--- src/hw/rtl/wsdm_pkg.sv ---
// Package for the wheel speed and distance meter: field widths, request codes,
// register indexes, reset values and scaling constants.
// No dependencies.
`default_nettype none

package wsdm_pkg;

    // Field and register widths.
    localparam int REQ_W      = 2;
    localparam int TIME_W     = 32;
    localparam int SPEED_W    = 16;
    localparam int DIST_W     = 44;
    localparam int CIRC_W     = 12;
    localparam int MINREV_W   = 20;
    localparam int WINDOW_W   = 24;
    localparam int CFG_IDX_W  = 2;
    localparam int CFG_DATA_W = 24;

    // Speed arithmetic widths: circumference times scale fits 31 bits, and
    // the full numerator circumference * revolutions * scale fits 63 bits.
    localparam int SCALE_W = 19;
    localparam int K_W     = 31;
    localparam int NUM_W   = 63;

    typedef logic [TIME_W-1:0] t_time;

    // Request codes.
    localparam logic [REQ_W-1:0] REQ_PULSE = 2'd0;
    localparam logic [REQ_W-1:0] REQ_QUERY = 2'd1;
    localparam logic [REQ_W-1:0] REQ_CLEAR = 2'd2;

    // Configuration register indexes.
    localparam logic [CFG_IDX_W-1:0] REG_CIRC   = 2'd0;
    localparam logic [CFG_IDX_W-1:0] REG_MINREV = 2'd1;
    localparam logic [CFG_IDX_W-1:0] REG_WINDOW = 2'd2;

    // Register reset values.
    localparam logic [CIRC_W-1:0]   CIRC_RESET   = 12'd2090;
    localparam logic [MINREV_W-1:0] MINREV_RESET = 20'd94050;
    localparam logic [WINDOW_W-1:0] WINDOW_RESET = 24'd500000;

    // Hundredths of km/h per mm/us, and the saturation value of the speed.
    localparam logic [SCALE_W-1:0] CENTI_KMH_SCALE = 19'd360000;
    localparam logic [SPEED_W-1:0] SPEED_MAX       = 16'hFFFF;

endpackage

`default_nettype wire

--- src/hw/rtl/wheel_speed_distance_meter.sv ---
// Top level of the wheel speed and distance meter: event sequencer, bit-serial
// speed multiplier and divider, bit-serial distance multiplier.
// Depends on wsdm_pkg.
`default_nettype none

// Each input word is a timestamped event (wheel pulse, speed query or distance
// clear) and yields exactly one output word carrying the current speed in
// 0.01 km/h and the distance since the last clear in millimetres. Words are
// handled one at a time. An event that needs no speed recomputation passes
// from acceptance to the output register through evaluation, setup, the
// bit-serial circumference multiply for distance and the output load. A wheel
// pulse that closes a speed window, or a speed query after a stale window,
// adds the speed computation: the shift-add multiplier, which steps through
// the significant bits of the revolution count until it finds the multiplier
// empty, one range check, restoring division over the sixteen quotient bits
// unless the result saturates, and applying the result. The block takes the
// next input word as soon as the sequencer is back in idle, even while the
// previous output word still waits to be taken. Configuration writes are
// always accepted; they are expected only while the block is idle, and the
// registers are read live.

module wheel_speed_distance_meter (
    input  wire logic                                i_clk,
    input  wire logic                                i_rst_n,
    input  wire logic                                i_in_valid,
    output logic                                     o_in_stall,
    input  wire logic [wsdm_pkg::REQ_W-1:0]          i_req_type,
    input  wire logic [wsdm_pkg::TIME_W-1:0]         i_time_us,
    output logic                                     o_out_valid,
    input  wire logic                                i_out_stall,
    output logic [wsdm_pkg::SPEED_W-1:0]             o_speed_centi_kmh,
    output logic [wsdm_pkg::DIST_W-1:0]              o_distance_mm,
    input  wire logic                                i_cfg_valid,
    output logic                                     o_cfg_ready,
    input  wire logic [wsdm_pkg::CFG_IDX_W-1:0]      i_cfg_index,
    input  wire logic [wsdm_pkg::CFG_DATA_W-1:0]     i_cfg_data
);
    import wsdm_pkg::*;

    // Sequencer states.
    localparam logic [2:0] S_IDLE  = 3'd0;
    localparam logic [2:0] S_EVAL  = 3'd1;
    localparam logic [2:0] S_MUL   = 3'd2;
    localparam logic [2:0] S_CHK   = 3'd3;
    localparam logic [2:0] S_DIV   = 3'd4;
    localparam logic [2:0] S_APPLY = 3'd5;
    localparam logic [2:0] S_DSET  = 3'd6;
    localparam logic [2:0] S_DIST  = 3'd7;

    // The division runs over the low quotient bits, the distance multiply over
    // the circumference bits; one counter serves both.
    localparam int CNT_W = 4;
    localparam logic [CNT_W-1:0] DIV_LAST  = CNT_W'(SPEED_W - 1);
    localparam logic [CNT_W-1:0] DMUL_LAST = CNT_W'(CIRC_W - 1);
    localparam int HI_W = NUM_W - SPEED_W;

    logic [2:0]           r_state;
    logic                 r_out_valid;
    logic                 r_out_load;

    // Configuration registers.
    logic [CIRC_W-1:0]    r_circ;
    logic [MINREV_W-1:0]  r_min_rev;
    logic [WINDOW_W-1:0]  r_window;

    // Meter state.
    t_time                r_last_accept;
    t_time                r_total_revs;
    t_time                r_win_start_time;
    t_time                r_win_start_revs;
    t_time                r_last_update;
    t_time                r_last_reject;
    t_time                r_base_revs;
    logic [SPEED_W-1:0]   r_speed;

    // Datapath registers.
    logic [REQ_W-1:0]     r_req;
    t_time                r_now;
    logic                 r_is_query;
    logic [CNT_W-1:0]     r_cnt;
    logic [NUM_W-1:0]     r_mcand;
    logic [NUM_W-1:0]     r_acc;
    t_time                r_mplier;
    t_time                r_dt;
    t_time                r_rem;
    logic [SPEED_W-1:0]   r_lo;
    logic [SPEED_W-1:0]   r_quot;
    logic [DIST_W-1:0]    r_dmcand;
    logic [DIST_W-1:0]    r_dacc;
    logic [CIRC_W-1:0]    r_dmplier;
    logic [SPEED_W-1:0]   r_out_speed;
    logic [DIST_W-1:0]    r_out_dist;

    // Event evaluation terms; all time differences wrap modulo 2^32.
    t_time                accept_gap;
    t_time                window_gap;
    t_time                update_gap;
    t_time                reject_gap;
    t_time                revs_inc;
    logic                 pulse_ok;
    logic                 window_passed;
    logic                 update_stale;
    logic                 in_accept;
    logic                 out_free;
    logic [TIME_W+1:0]    trial;

    assign accept_gap    = r_now - r_last_accept;
    assign window_gap    = r_now - r_win_start_time;
    assign update_gap    = r_now - r_last_update;
    assign reject_gap    = r_now - r_last_reject;
    assign revs_inc      = r_total_revs + 32'd1;
    assign pulse_ok      = accept_gap > {{(TIME_W-MINREV_W){1'b0}}, r_min_rev};
    assign window_passed = window_gap > {{(TIME_W-WINDOW_W){1'b0}}, r_window};
    assign update_stale  = update_gap > {{(TIME_W-WINDOW_W){1'b0}}, r_window};

    // One restoring division step: bring down the next numerator bit and try
    // to subtract the divisor. The top bit of the difference is the borrow.
    assign trial = {1'b0, r_rem, r_lo[SPEED_W-1]} - {2'b00, r_dt};

    assign in_accept   = i_in_valid && (r_state == S_IDLE);
    assign out_free    = !r_out_valid || !i_out_stall;
    assign o_in_stall  = (r_state != S_IDLE);
    assign o_cfg_ready = 1'b1;
    assign o_out_valid = r_out_valid;
    assign o_speed_centi_kmh = r_out_speed;
    assign o_distance_mm     = r_out_dist;

    // Control, configuration and meter state.
    always_ff @(posedge i_clk) begin
        if (!i_rst_n) begin
            r_state          <= S_IDLE;
            r_out_valid      <= 1'b0;
            r_out_load       <= 1'b0;
            r_circ           <= CIRC_RESET;
            r_min_rev        <= MINREV_RESET;
            r_window         <= WINDOW_RESET;
            r_last_accept    <= '0;
            r_total_revs     <= '0;
            r_win_start_time <= '0;
            r_win_start_revs <= '0;
            r_last_update    <= '0;
            r_last_reject    <= '0;
            r_base_revs      <= '0;
            r_speed          <= '0;
        end else begin
            r_out_load <= (r_state == S_DIST) && (r_cnt == '0) && out_free;
            if (r_out_load) begin
                r_out_valid <= 1'b1;
            end else if (r_out_valid && !i_out_stall) begin
                r_out_valid <= 1'b0;
            end

            if (i_cfg_valid) begin
                unique case (i_cfg_index)
                    REG_CIRC:   r_circ    <= i_cfg_data[CIRC_W-1:0];
                    REG_MINREV: r_min_rev <= i_cfg_data[MINREV_W-1:0];
                    REG_WINDOW: r_window  <= i_cfg_data[WINDOW_W-1:0];
                    default: begin
                    end
                endcase
            end

            unique case (r_state)
                S_IDLE: begin
                    if (in_accept) begin
                        r_state <= S_EVAL;
                    end
                end
                S_EVAL: begin
                    case (r_req)
                        REQ_PULSE: begin
                            if (pulse_ok) begin
                                r_total_revs  <= revs_inc;
                                r_last_accept <= r_now;
                                if (window_passed) begin
                                    r_win_start_time <= r_now;
                                    r_last_update    <= r_now;
                                    r_win_start_revs <= revs_inc;
                                    r_state          <= S_MUL;
                                end else begin
                                    r_state <= S_DSET;
                                end
                            end else begin
                                r_last_reject <= r_now;
                                r_state       <= S_DSET;
                            end
                        end
                        REQ_QUERY: begin
                            if (update_stale) begin
                                r_state <= S_MUL;
                            end else begin
                                r_state <= S_DSET;
                            end
                        end
                        REQ_CLEAR: begin
                            r_base_revs <= r_total_revs;
                            r_state     <= S_DSET;
                        end
                        default: begin
                            r_state <= S_DSET;
                        end
                    endcase
                end
                S_MUL: begin
                    if (r_mplier == '0) begin
                        r_state <= S_CHK;
                    end
                end
                S_CHK: begin
                    // A zero divisor always lands in the saturating branch.
                    if (r_acc[NUM_W-1:SPEED_W] >= {{(HI_W-TIME_W){1'b0}}, r_dt}) begin
                        r_state <= S_APPLY;
                    end else begin
                        r_state <= S_DIV;
                    end
                end
                S_DIV: begin
                    if (r_cnt == '0) begin
                        r_state <= S_APPLY;
                    end
                end
                S_APPLY: begin
                    // A pulse takes the new speed; a decay query only lowers it.
                    if (!r_is_query) begin
                        r_speed <= r_quot;
                    end else if (r_quot < r_speed) begin
                        r_speed       <= r_quot;
                        r_last_update <= r_now;
                    end
                    r_state <= S_DSET;
                end
                S_DSET: begin
                    r_state <= S_DIST;
                end
                S_DIST: begin
                    if (r_cnt == '0 && out_free) begin
                        r_state <= S_IDLE;
                    end
                end
                default: begin
                    r_state <= S_IDLE;
                end
            endcase
        end
    end

    // Datapath: serial multipliers, divider and output word.
    always_ff @(posedge i_clk) begin
        if (r_out_load) begin
            r_out_speed <= r_speed;
            r_out_dist  <= r_dacc;
        end
        unique case (r_state)
            S_IDLE: begin
                if (in_accept) begin
                    r_req <= i_req_type;
                    r_now <= i_time_us;
                end
            end
            S_EVAL: begin
                r_mcand    <= {{(NUM_W-K_W){1'b0}}, K_W'(r_circ) * K_W'(CENTI_KMH_SCALE)};
                r_acc      <= '0;
                r_is_query <= (r_req == REQ_QUERY);
                if (r_req == REQ_PULSE) begin
                    r_mplier <= revs_inc - r_win_start_revs;
                    r_dt     <= window_gap;
                end else if (r_total_revs == r_win_start_revs) begin
                    // No revolutions since the window start: bound by one.
                    r_mplier <= 32'd1;
                    r_dt     <= window_gap;
                end else begin
                    r_mplier <= r_total_revs - r_win_start_revs;
                    r_dt     <= reject_gap;
                end
            end
            S_MUL: begin
                if (r_mplier[0]) begin
                    r_acc <= r_acc + r_mcand;
                end
                r_mcand  <= {r_mcand[NUM_W-2:0], 1'b0};
                r_mplier <= {1'b0, r_mplier[TIME_W-1:1]};
            end
            S_CHK: begin
                // High part below the divisor means the quotient fits the field.
                r_quot <= SPEED_MAX;
                r_rem  <= r_acc[SPEED_W+TIME_W-1:SPEED_W];
                r_lo   <= r_acc[SPEED_W-1:0];
                r_cnt  <= DIV_LAST;
            end
            S_DIV: begin
                if (!trial[TIME_W+1]) begin
                    r_rem <= trial[TIME_W-1:0];
                end else begin
                    r_rem <= {r_rem[TIME_W-2:0], r_lo[SPEED_W-1]};
                end
                r_quot <= {r_quot[SPEED_W-2:0], !trial[TIME_W+1]};
                r_lo   <= {r_lo[SPEED_W-2:0], 1'b0};
                r_cnt  <= r_cnt - CNT_W'(1);
            end
            S_APPLY: begin
            end
            S_DSET: begin
                r_dmcand  <= {{(DIST_W-TIME_W){1'b0}}, r_total_revs - r_base_revs};
                r_dmplier <= r_circ;
                r_dacc    <= '0;
                r_cnt     <= DMUL_LAST;
            end
            S_DIST: begin
                // The counter parks at zero while the output word is occupied;
                // the multiplier is then empty and the sum holds.
                if (r_dmplier[0]) begin
                    r_dacc <= r_dacc + r_dmcand;
                end
                r_dmcand  <= {r_dmcand[DIST_W-2:0], 1'b0};
                r_dmplier <= {1'b0, r_dmplier[CIRC_W-1:1]};
                if (r_cnt != '0) begin
                    r_cnt <= r_cnt - CNT_W'(1);
                end
            end
            default: begin
            end
        endcase
    end

endmodule

`default_nettype wire
--- config.mk ---
export PLATFORM = sky130hd
export DESIGN_NAME = wheel_speed_distance_meter
export DESIGN_NICKNAME = d
export VERILOG_FILES = /design/src/hw/rtl/wsdm_pkg.sv /design/src/hw/rtl/wheel_speed_distance_meter.sv
export SDC_FILE = /design/constraint.sdc
export NUM_CORES = 2
export LEC_CHECK = 0
export ABC_AREA = 0
export ABC_CLOCK_PERIOD_IN_PS = 17500
export BUFFER_PORTS_ARGS = -buffer_cell sky130_fd_sc_hd__buf_2
export CELL_PAD_IN_SITES_DETAIL_PLACEMENT = 2
export CELL_PAD_IN_SITES_GLOBAL_PLACEMENT = 2
export CORE_MARGIN = 10
export CORE_UTILIZATION = 45
export CTS_BUF_LIST = sky130_fd_sc_hd__clkbuf_8
export DETAILED_ROUTE_END_ITERATION = 16
export PLACE_DENSITY_LB_ADDON = 0.1
export SLEW_MARGIN = 20
export SYNTH_ARGS = -nofsm -noshare
export SYNTH_HDL_FRONTEND = slang
export SYNTH_SLANG_ARGS = --single-unit
export TNS_END_PERCENT = 50
--- constraint.sdc ---
create_clock -name i_clk -period 17.5 [get_ports i_clk]
set_input_delay 2.625 -clock i_clk [delete_from_list [all_inputs] [get_ports i_clk]]
set_output_delay 2.625 -clock i_clk [all_outputs]
set_load 0.1 [all_outputs]
==> run summary <==
Port Buffers -> 126
Final Routed Wirelength -> 197800 microns
initial drt markers -> 2701
final hold vios -> 0
clock power share -> 28.2%
Seq cells post-synth -> 736
vias in the first global route -> 51660
Post-synth EDFFs -> 435
min Tclk post-route -> 7640 ps
Synth async-reset ratio -> 0%
effective utilization at floorplan -> 45.39%
GRT Total Usage -> 29.73%
# fillers -> 12440
mapped cell area -> 51970 sq um
number of CTS-inserted buffers -> 140
CTS Hold Bufs -> 0
Root Driver -> clkbuf_8
slew at the pin with the worst max-slew slack -> 1178 ps
via count -> 46250
clock slew at reported path FFs -> 60 ps
Flop pwr share -> 34.3%
routability cong. -> 0.8879
Max Clock Skew -> 44.08 ps
Pint -> 3819 uW
TritonCTS clock tree -> built
antenna-violating nets left -> 0
top cells by count, synth -> nand2_1, a21oi_1, ha_1
RSZ-0062 raised after global routing -> no
post-route cell area -> 56940 sq um
share of layout cells above drive strength 1 -> 7.935%
Core Util, Final -> 49.73%
top_reg_cell synth -> edfxtp_1
placed cell areas -> 54140 sq um
Critical Path RT -> 18260 ps
worst-path fanout max -> 78
drt via density -> 6.114
Die H -> 359.8 microns
Ys Warns -> 0
first-pass GRT wire length -> 308600 microns
nets@finish -> 6598
post-cts resize count -> 0
CTS Sinks -> 736
Max-Cap Viols -> 0
post-synth cell types -> 99
pin count of the biggest net entering global routing -> 108
largest cells by area after synthesis -> edfxtp_1, ha_1, dfxtp_1
leakage -> 0.02328 uW
peak supply drop -> 0.07005 mV
Synth top area share -> 25.14%
arrival time at the worst endpoint -> 8400 ps
DR top layer -> met4
drt pass-1 iters -> 7
DR WL met3 -> 8390 microns
CP Class -> register to register
setup TNS -> 0 ps
met2 WL -> 99430 microns
hold depth -> 2
I/O Pins -> 128
switch share -> 39.32%
die area -> 129500 sq um
CTS Buffer Depth -> 3
Comb power frac -> 37.5%
top-count cell post-synth -> nand2_1
Mapped Nets -> 6483
Core ar. -> 114500 sq um
Die Wd -> 359.8 microns
PwrDens -> 110.5 nW/um^2
Cells after Synth -> 5821
final setup fails -> 0
Critical Path Start Type -> register
DRC -> 0
initial antenna violation count -> 9
Final period util -> 43.66%
max frequency -> 130.9 MHz
number of setup buffers added after CTS -> 0
Worst setup EP type -> register
# rows -> 124
run status -> finished clean
area grow syn2layout -> 9.571%
Pins Over Slew Limit -> 0
Slew headroom -> 19.45%
Avg Synthesized Cell Area -> 8.928 sq um
grt ovf -> 0
Reg2Reg Depth -> 22
htree depth -> 4
M1 WL -> 83970 microns
dominant cell type by area after synthesis -> edfxtp_1
Avg WL per Cell -> 26.16 microns
Worst-Skew Late Latency -> 890 ps
DP HPWL -> 139800 microns
sw power -> 2475 uW
sequential-to-total area share from yosys stat -> 36.73%
class of the most critical hold timing path -> register to register
[power by group through the flow]
stage          logic, uW  clock network, uW  registers (uW)
3_3_place_gp        2130                  0            2180
4_1_cts             2340               1800            2150
6_report            2360               1780            2160
2_1_floorplan       1590                  0            2140
3_5_place_dp        2280                  0            2180
5_1_grt             2600               1880            2170
[placed cells by master, fill, tap and decap left out, types with 39 or more instances in the layout]
cell type / n
a21o_1: 184
a21oi_1: 576
a31oi_1: 41
and2_1: 46
and3_1: 80
buf_2: 125
buf_4: 59
clkbuf_8: 154
dfxtp_1: 300
edfxtp_1: 435
fa_1: 63
ha_1: 534
inv_1: 479
mux2i_1: 93
nand2_1: 628
nand2b_1: 70
nand3_1: 147
nand4_1: 62
nor2_1: 428
nor2b_1: 62
nor3_1: 144
o211ai_1: 39
o21a_1: 67
o21ai_0: 333
o21bai_1: 40
o31ai_1: 44
or3_1: 43
xnor2_1: 186
xor2_1: 129
[flip-flops by register name (all words and copies together), names as in the netlist, 32 cells and up]
register / flops
o_distance_mm: 44
r_acc: 57
r_base_revs: 32
r_dacc: 44
r_dmcand: 44
r_dt: 32
r_last_accept: 32
r_last_reject: 32
r_last_update: 32
r_mcand: 57
r_mplier: 32
r_now: 32
r_rem: 32
r_total_revs: 32
r_win_start_revs: 32
r_win_start_time: 32
[cell type report]
cell class                 count  area [sq um]  area share, %
multi-input combinational   4439         30460          53.49
sequential                   736         19090          33.53
clock buffer                 154          2120          3.722
tap                         1512          1892          3.322
inverter                     435          1640          2.881
timing repair buffer         184          1069          1.877
clock inverter               101         666.9          1.171
antenna                        3         7.507        0.01318
[worst max-delay path, cell delays in order (launching register included)]
cell,delay [ps]
edfxtp_1,480
inv_1,210
ha_1,200
inv_1,60
fa_1,420
a211oi_1,330
o211ai_2,270
a31oi_2,440
a21oi_1,180
xor2_1,180
ha_1,300
nand4_1,150
nor4_1,490
inv_1,110
o22ai_1,250
nand4_1,150
a2111oi_2,390
nand4_1,210
nor4_4,700
a21o_4,700
buf_4,820
o21ai_0,210
a21oi_1,180
[metal layers]
layer / vias up / GRT usage [%]
met5: - / 0
met1: 23710 / 36.34
met3: 358 / 4.120
met4: 0 / 9.970
met2: 1051 / 53.29
li1: 21130 / -
[metrics by stage]
stage	setup WS, ps	cells	power, uW	hold WS [ps]
after floorplan	11880	5821	3734	423.8
after global placement	10420	7306	4309	439.2
after detailed placement	10050	7306	4462	443.4
after CTS	9940	7561	6298	459.6
after global routing	9418	7564	6640	475.5
final	9860	7564	6294	457.2
[logic make-up after synthesis]
group	synth area share [%]
simple gates	16.83
compound gates	18.84
flops	36.73
buf+inv	4.909
fa+ha+maj	15.28
xor+xnor	5.309
mux	2.095
other cells	0.007216
[path summary, 6_finish.rpt]
path / slack [ps] / endpoint / from
max: 9860 / r_total_revs[31] / r_now[0]
min: 460 / r_window[21] / r_window[21]
max reg2reg: 9860 / r_total_revs[31] / r_now[0]
min reg2reg: 460 / r_window[21] / r_window[21]
Power figures use the tool's default switching activity.
